File: src/rtl/dsmcc_section_filter_assert.svh
// Assertion macros for the DSM-CC section filter.
// Included by the modules that carry concurrent assertions.
`ifndef DSMCC_SECTION_FILTER_ASSERT_SVH
`define DSMCC_SECTION_FILTER_ASSERT_SVH
// Property that must hold on every clock edge out of reset.
`define DSF_ASSERT(label, prop, msg) \
  label: assert property (@(posedge clk_i) disable iff (!rst_ni) (prop)) else $error(msg);
// Property that must hold also during reset.
`define DSF_ASSERT_ALWAYS(label, prop, msg) \
  label: assert property (@(posedge clk_i) (prop)) else $error(msg);
`endif

File: src/rtl/dsf_pkg.sv
// Package for the DSM-CC section filter: constants, types and CRC helper.
// No dependencies.
package dsf_pkg;
  localparam int TapSlots = 16;
  localparam int TapIdxW = (TapSlots > 1) ? $clog2(TapSlots) : 1;
  localparam int MaxSectionBytes = 4096;
  localparam int CountW = 13;
  localparam int HdrBytes = 26;
  localparam logic [31:0] CrcPoly = 32'h04c11db7;
  localparam logic [7:0] TidIndication = 8'h3b;
  localparam logic [7:0] TidData = 8'h3c;
  localparam logic [7:0] TidDescr = 8'h3d;
  localparam logic [15:0] MsgDsi = 16'h1006;
  localparam logic [15:0] MsgDii = 16'h1002;
  localparam logic [15:0] MsgDdb = 16'h1003;
  localparam logic [7:0] ProtoDsmcc = 8'h11;
  localparam logic [7:0] HdrTypeUn = 8'h03;
  localparam logic [15:0] BidReset = 16'h0106;
  localparam logic [15:0] MaxMsgReset = 16'd4076;
  localparam int QDepth = 2;

  typedef enum logic [0:0] { CfgBid = 1'b0, CfgMaxMsg = 1'b1 } cfg_idx_e;

  typedef enum logic [3:0] {
    StOk = 4'd0, StUnknown = 4'd1, StLength = 4'd2, StCrc = 4'd3, StFlags = 4'd4,
    StProtocol = 4'd5, StHdrType = 4'd6, StMsgId = 4'd7, StMsgLen = 4'd8,
    StForeign = 4'd9, StCarousel = 4'd10, StTableId = 4'd11, StShort = 4'd12
  } status_e;

  typedef enum logic [1:0] {
    KindDsi = 2'd0, KindDii = 2'd1, KindDdb = 2'd2, KindDescr = 2'd3
  } kind_e;

  // Finished section handed from the front to the back
  typedef struct packed {
    logic [CountW-1:0] len;
    logic              crc_bad;
    logic [HdrBytes*8-1:0] hdr;
    logic [15:0]       tag;
    logic [31:0]       car;
    logic [15:0]       bid;
  } sect_t;

  typedef struct packed {
    logic [3:0]  status;
    logic [1:0]  kind;
    logic [7:0]  tid;
    logic [31:0] dl;
    logic [15:0] modn;
    logic [7:0]  modr;
    logic [15:0] blk;
    logic [15:0] blen;
    logic        became;
  } result_t;

  function automatic logic [31:0] crc_byte(logic [31:0] crc, logic [7:0] b);
    logic [31:0] c;
    c = crc ^ {b, 24'h0};
    for (int i = 0; i < 8; i++) begin
      c = c[31] ? ((c << 1) ^ CrcPoly) : (c << 1);
    end
    return c;
  endfunction
endpackage

File: src/rtl/dsf_front.sv
// Front end: byte count, CRC-32/MPEG-2 and header capture per section.
// Depends on dsf_pkg.
module dsf_front import dsf_pkg::*; (
  input  logic        clk_i,
  input  logic        rst_ni,
  input  logic        in_valid_i,
  output logic        in_ready_o,
  input  logic [7:0]  byte_i,
  input  logic        first_i,
  input  logic        last_i,
  input  logic [15:0] tag_i,
  input  logic [31:0] car_i,
  input  logic [15:0] bid_i,
  output logic        sect_valid_o,
  input  logic        sect_ready_i,
  output sect_t       sect_o
);
  logic [CountW-1:0] cnt_q, cnt_d, cnt0;
  logic [31:0] crc_q, crc_d, crc0, end_q, end_d, end0;
  logic [7:0] hdr_q [HdrBytes];
  logic [HdrBytes*8-1:0] hdr_flat;
  logic [12:0] slen;
  logic [7:0] h1, h2;
  logic take, grow;

  // Queue slots between front and back
  sect_t q_mem [QDepth];
  logic [0:0] wr_q, rd_q;
  logic [1:0] fill_q;

  assign in_ready_o = (fill_q != 2'(QDepth));
  assign take = in_valid_i && in_ready_o;

  always_comb begin
    cnt0 = first_i ? '0 : cnt_q;
    crc0 = first_i ? 32'hffffffff : crc_q;
    end0 = first_i ? 32'h0 : end_q;
    grow = (cnt0 < CountW'(MaxSectionBytes));
    // bytes 1 and 2 may arrive in this very transaction
    h1 = (cnt0 == CountW'(1)) ? byte_i : hdr_q[1];
    h2 = (cnt0 == CountW'(2)) ? byte_i : hdr_q[2];
    slen = {1'b0, h1[3:0], h2} + 13'd3;
    cnt_d = cnt0;
    crc_d = crc0;
    end_d = end0;
    if (grow) begin
      crc_d = crc_byte(crc0, byte_i);
      cnt_d = cnt0 + 1'b1;
      if (cnt_d >= CountW'(3) && cnt_d == slen) end_d = crc_d;
    end
    for (int i = 0; i < HdrBytes; i++) begin
      hdr_flat[(HdrBytes-1-i)*8 +: 8] = (grow && cnt0 == CountW'(i)) ? byte_i : hdr_q[i];
    end
  end

  always_ff @(posedge clk_i or negedge rst_ni) begin
    if (!rst_ni) begin
      cnt_q <= '0;
      crc_q <= 32'hffffffff;
      end_q <= '0;
      for (int i = 0; i < HdrBytes; i++) hdr_q[i] <= '0;
    end else if (take) begin
      for (int i = 0; i < HdrBytes; i++) hdr_q[i] <= hdr_flat[(HdrBytes-1-i)*8 +: 8];
      if (last_i) begin
        cnt_q <= '0;
        crc_q <= 32'hffffffff;
        end_q <= end_d;
      end else begin
        cnt_q <= cnt_d;
        crc_q <= crc_d;
        end_q <= end_d;
      end
    end
  end

  // Push a finished section, pop when the back takes it
  always_ff @(posedge clk_i or negedge rst_ni) begin
    if (!rst_ni) begin
      wr_q <= '0;
      rd_q <= '0;
      fill_q <= '0;
    end else begin
      if (take && last_i) wr_q <= wr_q + 1'b1;
      if (sect_valid_o && sect_ready_i) rd_q <= rd_q + 1'b1;
      fill_q <= fill_q + 2'(take && last_i) - 2'(sect_valid_o && sect_ready_i);
    end
  end

  always_ff @(posedge clk_i) begin
    if (take && last_i) begin
      q_mem[wr_q] <= '{len: cnt_d, crc_bad: (end_d != 32'h0), hdr: hdr_flat,
                       tag: tag_i, car: car_i, bid: bid_i};
    end
  end

  assign sect_valid_o = (fill_q != 2'd0);
  assign sect_o = q_mem[rd_q];
endmodule

File: src/rtl/dsf_back.sv
// Back end: tap table lookup, section checks and result register.
// Depends on dsf_pkg and the assertion header.
`include "dsmcc_section_filter_assert.svh"
module dsf_back import dsf_pkg::*; (
  input  logic        clk_i,
  input  logic        rst_ni,
  input  logic        cfg_we_i,
  input  cfg_idx_e    cfg_idx_i,
  input  logic [15:0] cfg_data_i,
  input  logic        sect_valid_i,
  output logic        sect_ready_o,
  input  sect_t       sect_i,
  output logic        res_valid_o,
  input  logic        res_ready_i,
  output result_t     res_o
);
  logic [15:0] bid_q, maxm_q, start_q;
  logic [TapSlots-1:0] tv_q;
  logic [15:0] tt_q [TapSlots];
  logic [31:0] tc_q [TapSlots];
  logic found_tag, have_free, add, found, known_dl, take;
  logic [TapIdxW-1:0] free_idx;
  logic [7:0] h [HdrBytes];
  logic [CountW-1:0] len;
  logic [12:0] slen;
  logic [15:0] mid, mlen;
  logic [4:0] need;
  result_t r;
  logic rv_q;

  assign sect_ready_o = !rv_q || res_ready_i;
  assign take = sect_valid_i && sect_ready_o;

  always_comb begin
    for (int i = 0; i < HdrBytes; i++) h[i] = sect_i.hdr[(HdrBytes-1-i)*8 +: 8];
    len = sect_i.len;
    found_tag = 1'b0;
    have_free = 1'b0;
    free_idx = '0;
    for (int i = TapSlots-1; i >= 0; i--) begin
      if (tv_q[i] && tt_q[i] == sect_i.tag) found_tag = 1'b1;
      if (!tv_q[i]) begin
        have_free = 1'b1;
        free_idx = TapIdxW'(i);
      end
    end
    add = !found_tag && sect_i.bid == bid_q && have_free;
    found = found_tag || add;
    slen = {1'b0, h[1][3:0], h[2]} + 13'd3;
    mid = (len >= CountW'(12)) ? {h[10], h[11]} : 16'h0;
    mlen = (len >= CountW'(20)) ? {h[18], h[19]} : 16'h0;
    r = '0;
    r.became = add;
    r.tid = (len >= CountW'(1)) ? h[0] : 8'h0;
    need = (r.tid == TidData) ? 5'd26 : (mid == MsgDii) ? 5'd24 : 5'd20;
    if (!found) r.status = StUnknown;
    else if (len < CountW'(3)) r.status = StShort;
    else if ({1'b0, slen} > {1'b0, len}) r.status = StLength;
    else if (sect_i.crc_bad) r.status = StCrc;
    else if (r.tid != TidIndication && r.tid != TidData && r.tid != TidDescr)
      r.status = StTableId;
    else if (r.tid == TidDescr) begin
      r.kind = KindDescr;
      if (len < CountW'(7)) r.status = StShort;
    end else begin
      r.kind = (r.tid == TidData) ? KindDdb :
               (mid == MsgDii) ? KindDii : KindDsi;
      if (len < CountW'(need)) r.status = StShort;
      else if (!h[1][7] || h[1][6]) r.status = StFlags;
      else if (h[8] != ProtoDsmcc) r.status = StProtocol;
      else if (h[9] != HdrTypeUn) r.status = StHdrType;
      else if (r.tid == TidData) begin
        if (mid != MsgDdb) r.status = StMsgId;
        else begin
          r.dl = {h[12], h[13], h[14], h[15]};
          r.modn = {h[20], h[21]};
          r.modr = h[22];
          r.blk = {h[24], h[25]};
          r.blen = (mlen > 16'd6) ? mlen - 16'd6 : 16'h0;
        end
      end else if (mid != MsgDsi && mid != MsgDii) r.status = StMsgId;
      else if (mlen > maxm_q) r.status = StMsgLen;
      else if (mid == MsgDsi) begin
        if (sect_i.tag != (add ? sect_i.tag : start_q)) r.status = StForeign;
      end else r.dl = {h[20], h[21], h[22], h[23]};
    end
    // carousel search sees the table before this section's insertion
    // except for the new entry itself
    known_dl = 1'b0;
    for (int i = 0; i < TapSlots; i++) begin
      if (tv_q[i] && tc_q[i] == r.dl) known_dl = 1'b1;
    end
    if (r.status == StOk && (r.kind == KindDdb || r.kind == KindDii) &&
        !(known_dl || (add && sect_i.car == r.dl))) r.status = StCarousel;
  end

  // Configuration and tap table
  always_ff @(posedge clk_i or negedge rst_ni) begin
    if (!rst_ni) begin
      bid_q <= BidReset;
      maxm_q <= MaxMsgReset;
      start_q <= '0;
      tv_q <= '0;
    end else begin
      if (cfg_we_i) begin
        unique case (cfg_idx_i)
          CfgBid:    bid_q <= cfg_data_i;
          CfgMaxMsg: maxm_q <= cfg_data_i;
          default: ;
        endcase
      end
      if (take && add) begin
        tv_q[free_idx] <= 1'b1;
        start_q <= sect_i.tag;
      end
    end
  end

  always_ff @(posedge clk_i) begin
    if (take && add) begin
      tt_q[free_idx] <= sect_i.tag;
      tc_q[free_idx] <= sect_i.car;
    end
  end

  // Output register
  always_ff @(posedge clk_i or negedge rst_ni) begin
    if (!rst_ni) rv_q <= 1'b0;
    else if (sect_ready_o) rv_q <= sect_valid_i;
  end

  always_ff @(posedge clk_i) begin
    if (take) res_o <= r;
  end

  assign res_valid_o = rv_q;

  `DSF_ASSERT(a_hold, rv_q && !res_ready_i |=> rv_q && $stable(res_o), "result dropped")
  `DSF_ASSERT(a_became, take && add |=> tv_q != 0, "tap not added")
  `DSF_ASSERT(a_st, rv_q |-> res_o.status <= StShort, "bad status")
endmodule

File: src/rtl/dsmcc_section_filter.sv
// DSM-CC section filter: one byte per cycle while the section queue has room, one result per section.
// Throughput: one byte every cycle, with back-to-back sections, while the result side keeps accepting.
// The two-entry section queue and output register decouple the two sides.
// Reset: asynchronous, clears the tap table and counters and presets the CRC.
// Top level: instantiates dsf_front and dsf_back from dsf_pkg.
module dsmcc_section_filter import dsf_pkg::*; (
  input  logic        clk_i,
  input  logic        rst_ni,
  input  logic        s_axis_tvalid,
  output logic        s_axis_tready,
  input  logic [71:0] s_axis_tdata,  // section_byte, stream_tag, carousel_ident, broadcast_id
  input  logic        s_axis_tlast,  // last_byte
  input  logic        s_axis_tuser,  // first_byte
  output logic        m_axis_tvalid,
  input  logic        m_axis_tready,
  // status, message_kind, table_ident, download_ident, module_number,
  // module_revision, block_index, block_length, became_start_stream
  output logic [103:0] m_axis_tdata,
  input  logic        cfg_valid_i,
  output logic        cfg_ready_o,
  input  logic        cfg_index_i,
  input  logic [15:0] cfg_data_i
);
  logic sv, sr;
  sect_t s;
  result_t r;

  assign cfg_ready_o = 1'b1;

  dsf_front u_front (
    .clk_i, .rst_ni,
    .in_valid_i(s_axis_tvalid), .in_ready_o(s_axis_tready),
    .byte_i(s_axis_tdata[7:0]), .first_i(s_axis_tuser), .last_i(s_axis_tlast),
    .tag_i(s_axis_tdata[23:8]), .car_i(s_axis_tdata[55:24]), .bid_i(s_axis_tdata[71:56]),
    .sect_valid_o(sv), .sect_ready_i(sr), .sect_o(s)
  );

  dsf_back u_back (
    .clk_i, .rst_ni,
    .cfg_we_i(cfg_valid_i), .cfg_idx_i(cfg_idx_e'(cfg_index_i)), .cfg_data_i,
    .sect_valid_i(sv), .sect_ready_o(sr), .sect_i(s),
    .res_valid_o(m_axis_tvalid), .res_ready_i(m_axis_tready), .res_o(r)
  );

  assign m_axis_tdata = {1'b0, r.became, r.blen, r.blk, r.modr, r.modn, r.dl,
                         r.tid, r.kind, r.status};
endmodule

File: config.mk
export PLATFORM = sky130hd
export DESIGN_NAME = dsmcc_section_filter
export DESIGN_NICKNAME = d
export VERILOG_FILES = /design/src/rtl/dsf_pkg.sv /design/src/rtl/dsf_front.sv /design/src/rtl/dsf_back.sv /design/src/rtl/dsmcc_section_filter.sv
export VERILOG_INCLUDE_DIRS = /design/src /design/src/rtl
export SDC_FILE = /design/constraint.sdc
export NUM_CORES = 2
export LEC_CHECK = 0
export ABC_CLOCK_PERIOD_IN_PS = 13800
export BUFFER_PORTS_ARGS = -buffer_cell sky130_fd_sc_hd__buf_2
export CAP_MARGIN = 20
export CORE_MARGIN = 5
export CORE_UTILIZATION = 23
export DETAILED_ROUTE_END_ITERATION = 16
export SKIP_CTS_REPAIR_TIMING = 1
export SYNTH_ARGS = -nofsm -noshare
export SYNTH_HDL_FRONTEND = slang
export SYNTH_HIERARCHICAL = 1
export SYNTH_SLANG_ARGS = --single-unit
File: constraint.sdc
create_clock -name clk_i -period 13.8 [get_ports clk_i]
set_clock_uncertainty 0.2 [all_clocks]
set_input_delay 0.69 -clock clk_i [delete_from_list [all_inputs] [get_ports clk_i]]
set_output_delay 0.69 -clock clk_i [all_outputs]
set_load 0.02 [all_outputs]
==> results.sh <==
export IMPL_reg2reg_slack_ps=3970
export IMPL_yosysWarnings=6
export IMPL_min_delay_start="s_axis_tlast"
export IMPL_final_cell_mix="edfxtp_1, nand2_1, xnor2_1, mux2_2, xor2_1"
export IMPL_root_buffer="clkbuf_16"
export IMPL_grt_pass1_wl_um=335000
export IMPL_die_h_um=579
export IMPL_cpMaxStageDelayCell="dfrtp_4"
export IMPL_rows=208
export IMPL_antenna_found_initial=24
export IMPL_cp_common_cell="buf_4"
export IMPL_leakage_uw=0.0294
export IMPL_netlist_instances=5575
export IMPL_grt_pass1_vias=46664
export IMPL_drtPass1Iterations=9
export IMPL_synth_area_per_cell_um2=13.3
export IMPL_worstHoldPathCells=2
export IMPL_place_inst=9896
export IMPL_maxSlewHeadroom=0.169
export IMPL_fin_area_um2=87000
export IMPL_post_drt_wl_per_cell_um=22.8
export IMPL_hold_class="primary input to register"
export IMPL_fin_nets=5978
export IMPL_outcome="completed"
export IMPL_worst_ep_required_time_ps=14130
export IMPL_cap_violations=0
export IMPL_syn_nets=5705
export IMPL_gp_congestion=0.909
export IMPL_drt_iter0_markers=4967
export IMPL_hold_violations=0
export IMPL_reg2reg_depth=20
export IMPL_tightest_slew_ps=1230
export IMPL_setup_violations=0
export IMPL_initial_core_util=0.231
export IMPL_cts_made_buffers=171
export IMPL_drive_above_1_share=0.191
export IMPL_rsz0062_at_grt="no"
export IMPL_drt_wl_total_um=235000
export IMPL_die_area_um2=335000
export IMPL_finalCritPeriodShare=0.712
export IMPL_vias=47788
export IMPL_slew_violations=0
export IMPL_worst_ep_arrival_time_ps=10160
export IMPL_die_x_um=579
export IMPL_ios=203
export IMPL_postPlaceCellArea_um2=80500
export IMPL_vdd_drop_max_mv=0.168
export IMPL_tns_ps=0
export IMPL_min_to="u_front/crc_q[6]$_DFFE_PN1P_"
export IMPL_netlist_area_um2=74400
export IMPL_pwr_density_cell_nw_per_um2=167
export IMPL_core_um2=322000
export IMPL_crit_path_max_incr_delay_ps=960
export IMPL_drc=0
export IMPL_clk_pin_slew_ps=60
export IMPL_r2r_start="u_front/rd_q$_DFFE_PN0P_"
export IMPL_cts_tree="done"
export IMPL_grt_usage=0.134
export IMPL_clkSinkCount=1623
export IMPL_grt_max_degree=138
export IMPL_clockBufferDepth=4
export IMPL_avgViaCountPerCell=4.64
export IMPL_clock_fmax_mhz=102
export IMPL_clk_latency_ps=850
export IMPL_period_minus_slack_ps=9830
export IMPL_critPathLaunchType="register"
export IMPL_port_buffers=200
export IMPL_end_kind="register"
export IMPL_h_tree_depth=4
export IMPL_reg2reg_to="u_back/res_o[100]$_SDFFCE_PP1P_"
export IMPL_final_common_cell="edfxtp_1"
export IMPL_hpwl_um=151000
export IMPL_crit_chain="buf_4 -> mux2_2 -> nor4_1 -> nand3_2 -> and2_1 -> ha_1 -> a21oi_1 -> nand2_1 -> a221oi_1 -> o211ai_1 -> buf_4 -> a31oi_4 -> a22oi_1 -> nor4b_1 -> a31oi_1 -> o21ai_0 -> and4_1 -> nand4b_1 -> nand4_1 -> o41ai_1"
export IMPL_postRouteAntennaNets=0
export IMPL_area_growth_pct=17.0
export IMPL_grt_ovfl_total=0
export IMPL_path_max_fanout=52
export IMPL_fin_cells=10292
export IMPL_critPathKind="register to register"
[layout make-up]
cell class | instances | area [µm²]
Antenna cell | 7 | 17.5
Tap cell | 4305 | 5390
Timing Repair Buffer | 413 | 2870
Multi-Input combinational cell | 3568 | 25500
Clock inverter | 90 | 1070
Inverter | 71 | 267
Sequential cell | 1623 | 47300
Fill cell | 32956 | 235000
Clock buffer | 215 | 4560
[worst max-delay path, delay by kind of cell (launching register included)]
family          cells  cell delay [ps]
mux                 1              440
buf+inv             2              990
flops               1              960
compound gates      8             3430
fa+ha+maj           1              330
simple gates        8             3100
[through the flow]
| step | utilization | total power [µW] | hold WS (ps) | worst slack [ps] |
|---|---|---|---|---|
| 2_1_floorplan | - | 8500 | 194 | 1760 |
| 3_3_place_gp | 0.250 | 9820 | 251 | 4360 |
| 3_5_place_dp | 0.250 | 9870 | 258 | 4310 |
| 4_1_cts | 0.268 | 14600 | -282 | 4280 |
| 5_1_grt | 0.270 | 15000 | 189 | 3580 |
| 6_report | 0.270 | 14500 | 193 | 3970 |
[metal layers]
layer  vias up  share of wire  wire, µm  GRT usage
met1     24230           0.39     91400      0.164
met3       521          0.066     15500     0.0204
met2      2027           0.48    112000      0.224
met5         -       0.000089        21          0
li1      21006              -         -          -
met4         4          0.068     15900     0.0797
[state kept, by name, indices dropped and copies added (netlist names)]
name,cells
u_back/tc_q,512
u_front/rd_q,1
u_front/end_q,32
u_front/hdr_q,150
u_front/cnt_q,13
u_back/start_q,16
u_back/maxm_q,16
u_front/wr_q,1
u_front/crc_q,32
u_back/tt_q,256
u_back/tv_q,16
u_back/bid_q,16
u_front/fill_q,2
u_front/q_mem,456
u_back/res_o,103
u_back/res_valid_o,1
[power by group]
part	total [µW]	switching (µW)	internal (µW)
clock	4710	1950	2760
sequential	6260	256	6000
combinational	3520	2430	1090
[worst max-delay path by stage]
stage	startpoint	endpoint	slack, ps	cells past startpoint
after global routing	u_front/rd_q$_DFFE_PN0P_	u_back/res_o[100]$_SDFFCE_PP1P_	3580	20
after global placement	u_front/rd_q$_DFFE_PN0P_	u_back/res_o[102]$_SDFFCE_PP1P_	4360	20
after detailed placement	u_front/rd_q$_DFFE_PN0P_	u_back/res_o[102]$_SDFFCE_PP1P_	4310	20
after floorplan	s_axis_tvalid	u_front/q_mem[0][0]$_DFFE_PP_	1760	5
after CTS	u_front/rd_q$_DFFE_PN0P_	u_back/res_o[100]$_SDFFCE_PP1P_	4280	20
final	u_front/rd_q$_DFFE_PN0P_	u_back/res_o[100]$_SDFFCE_PP1P_	3970	20
Power figures use the tool's default switching activity.
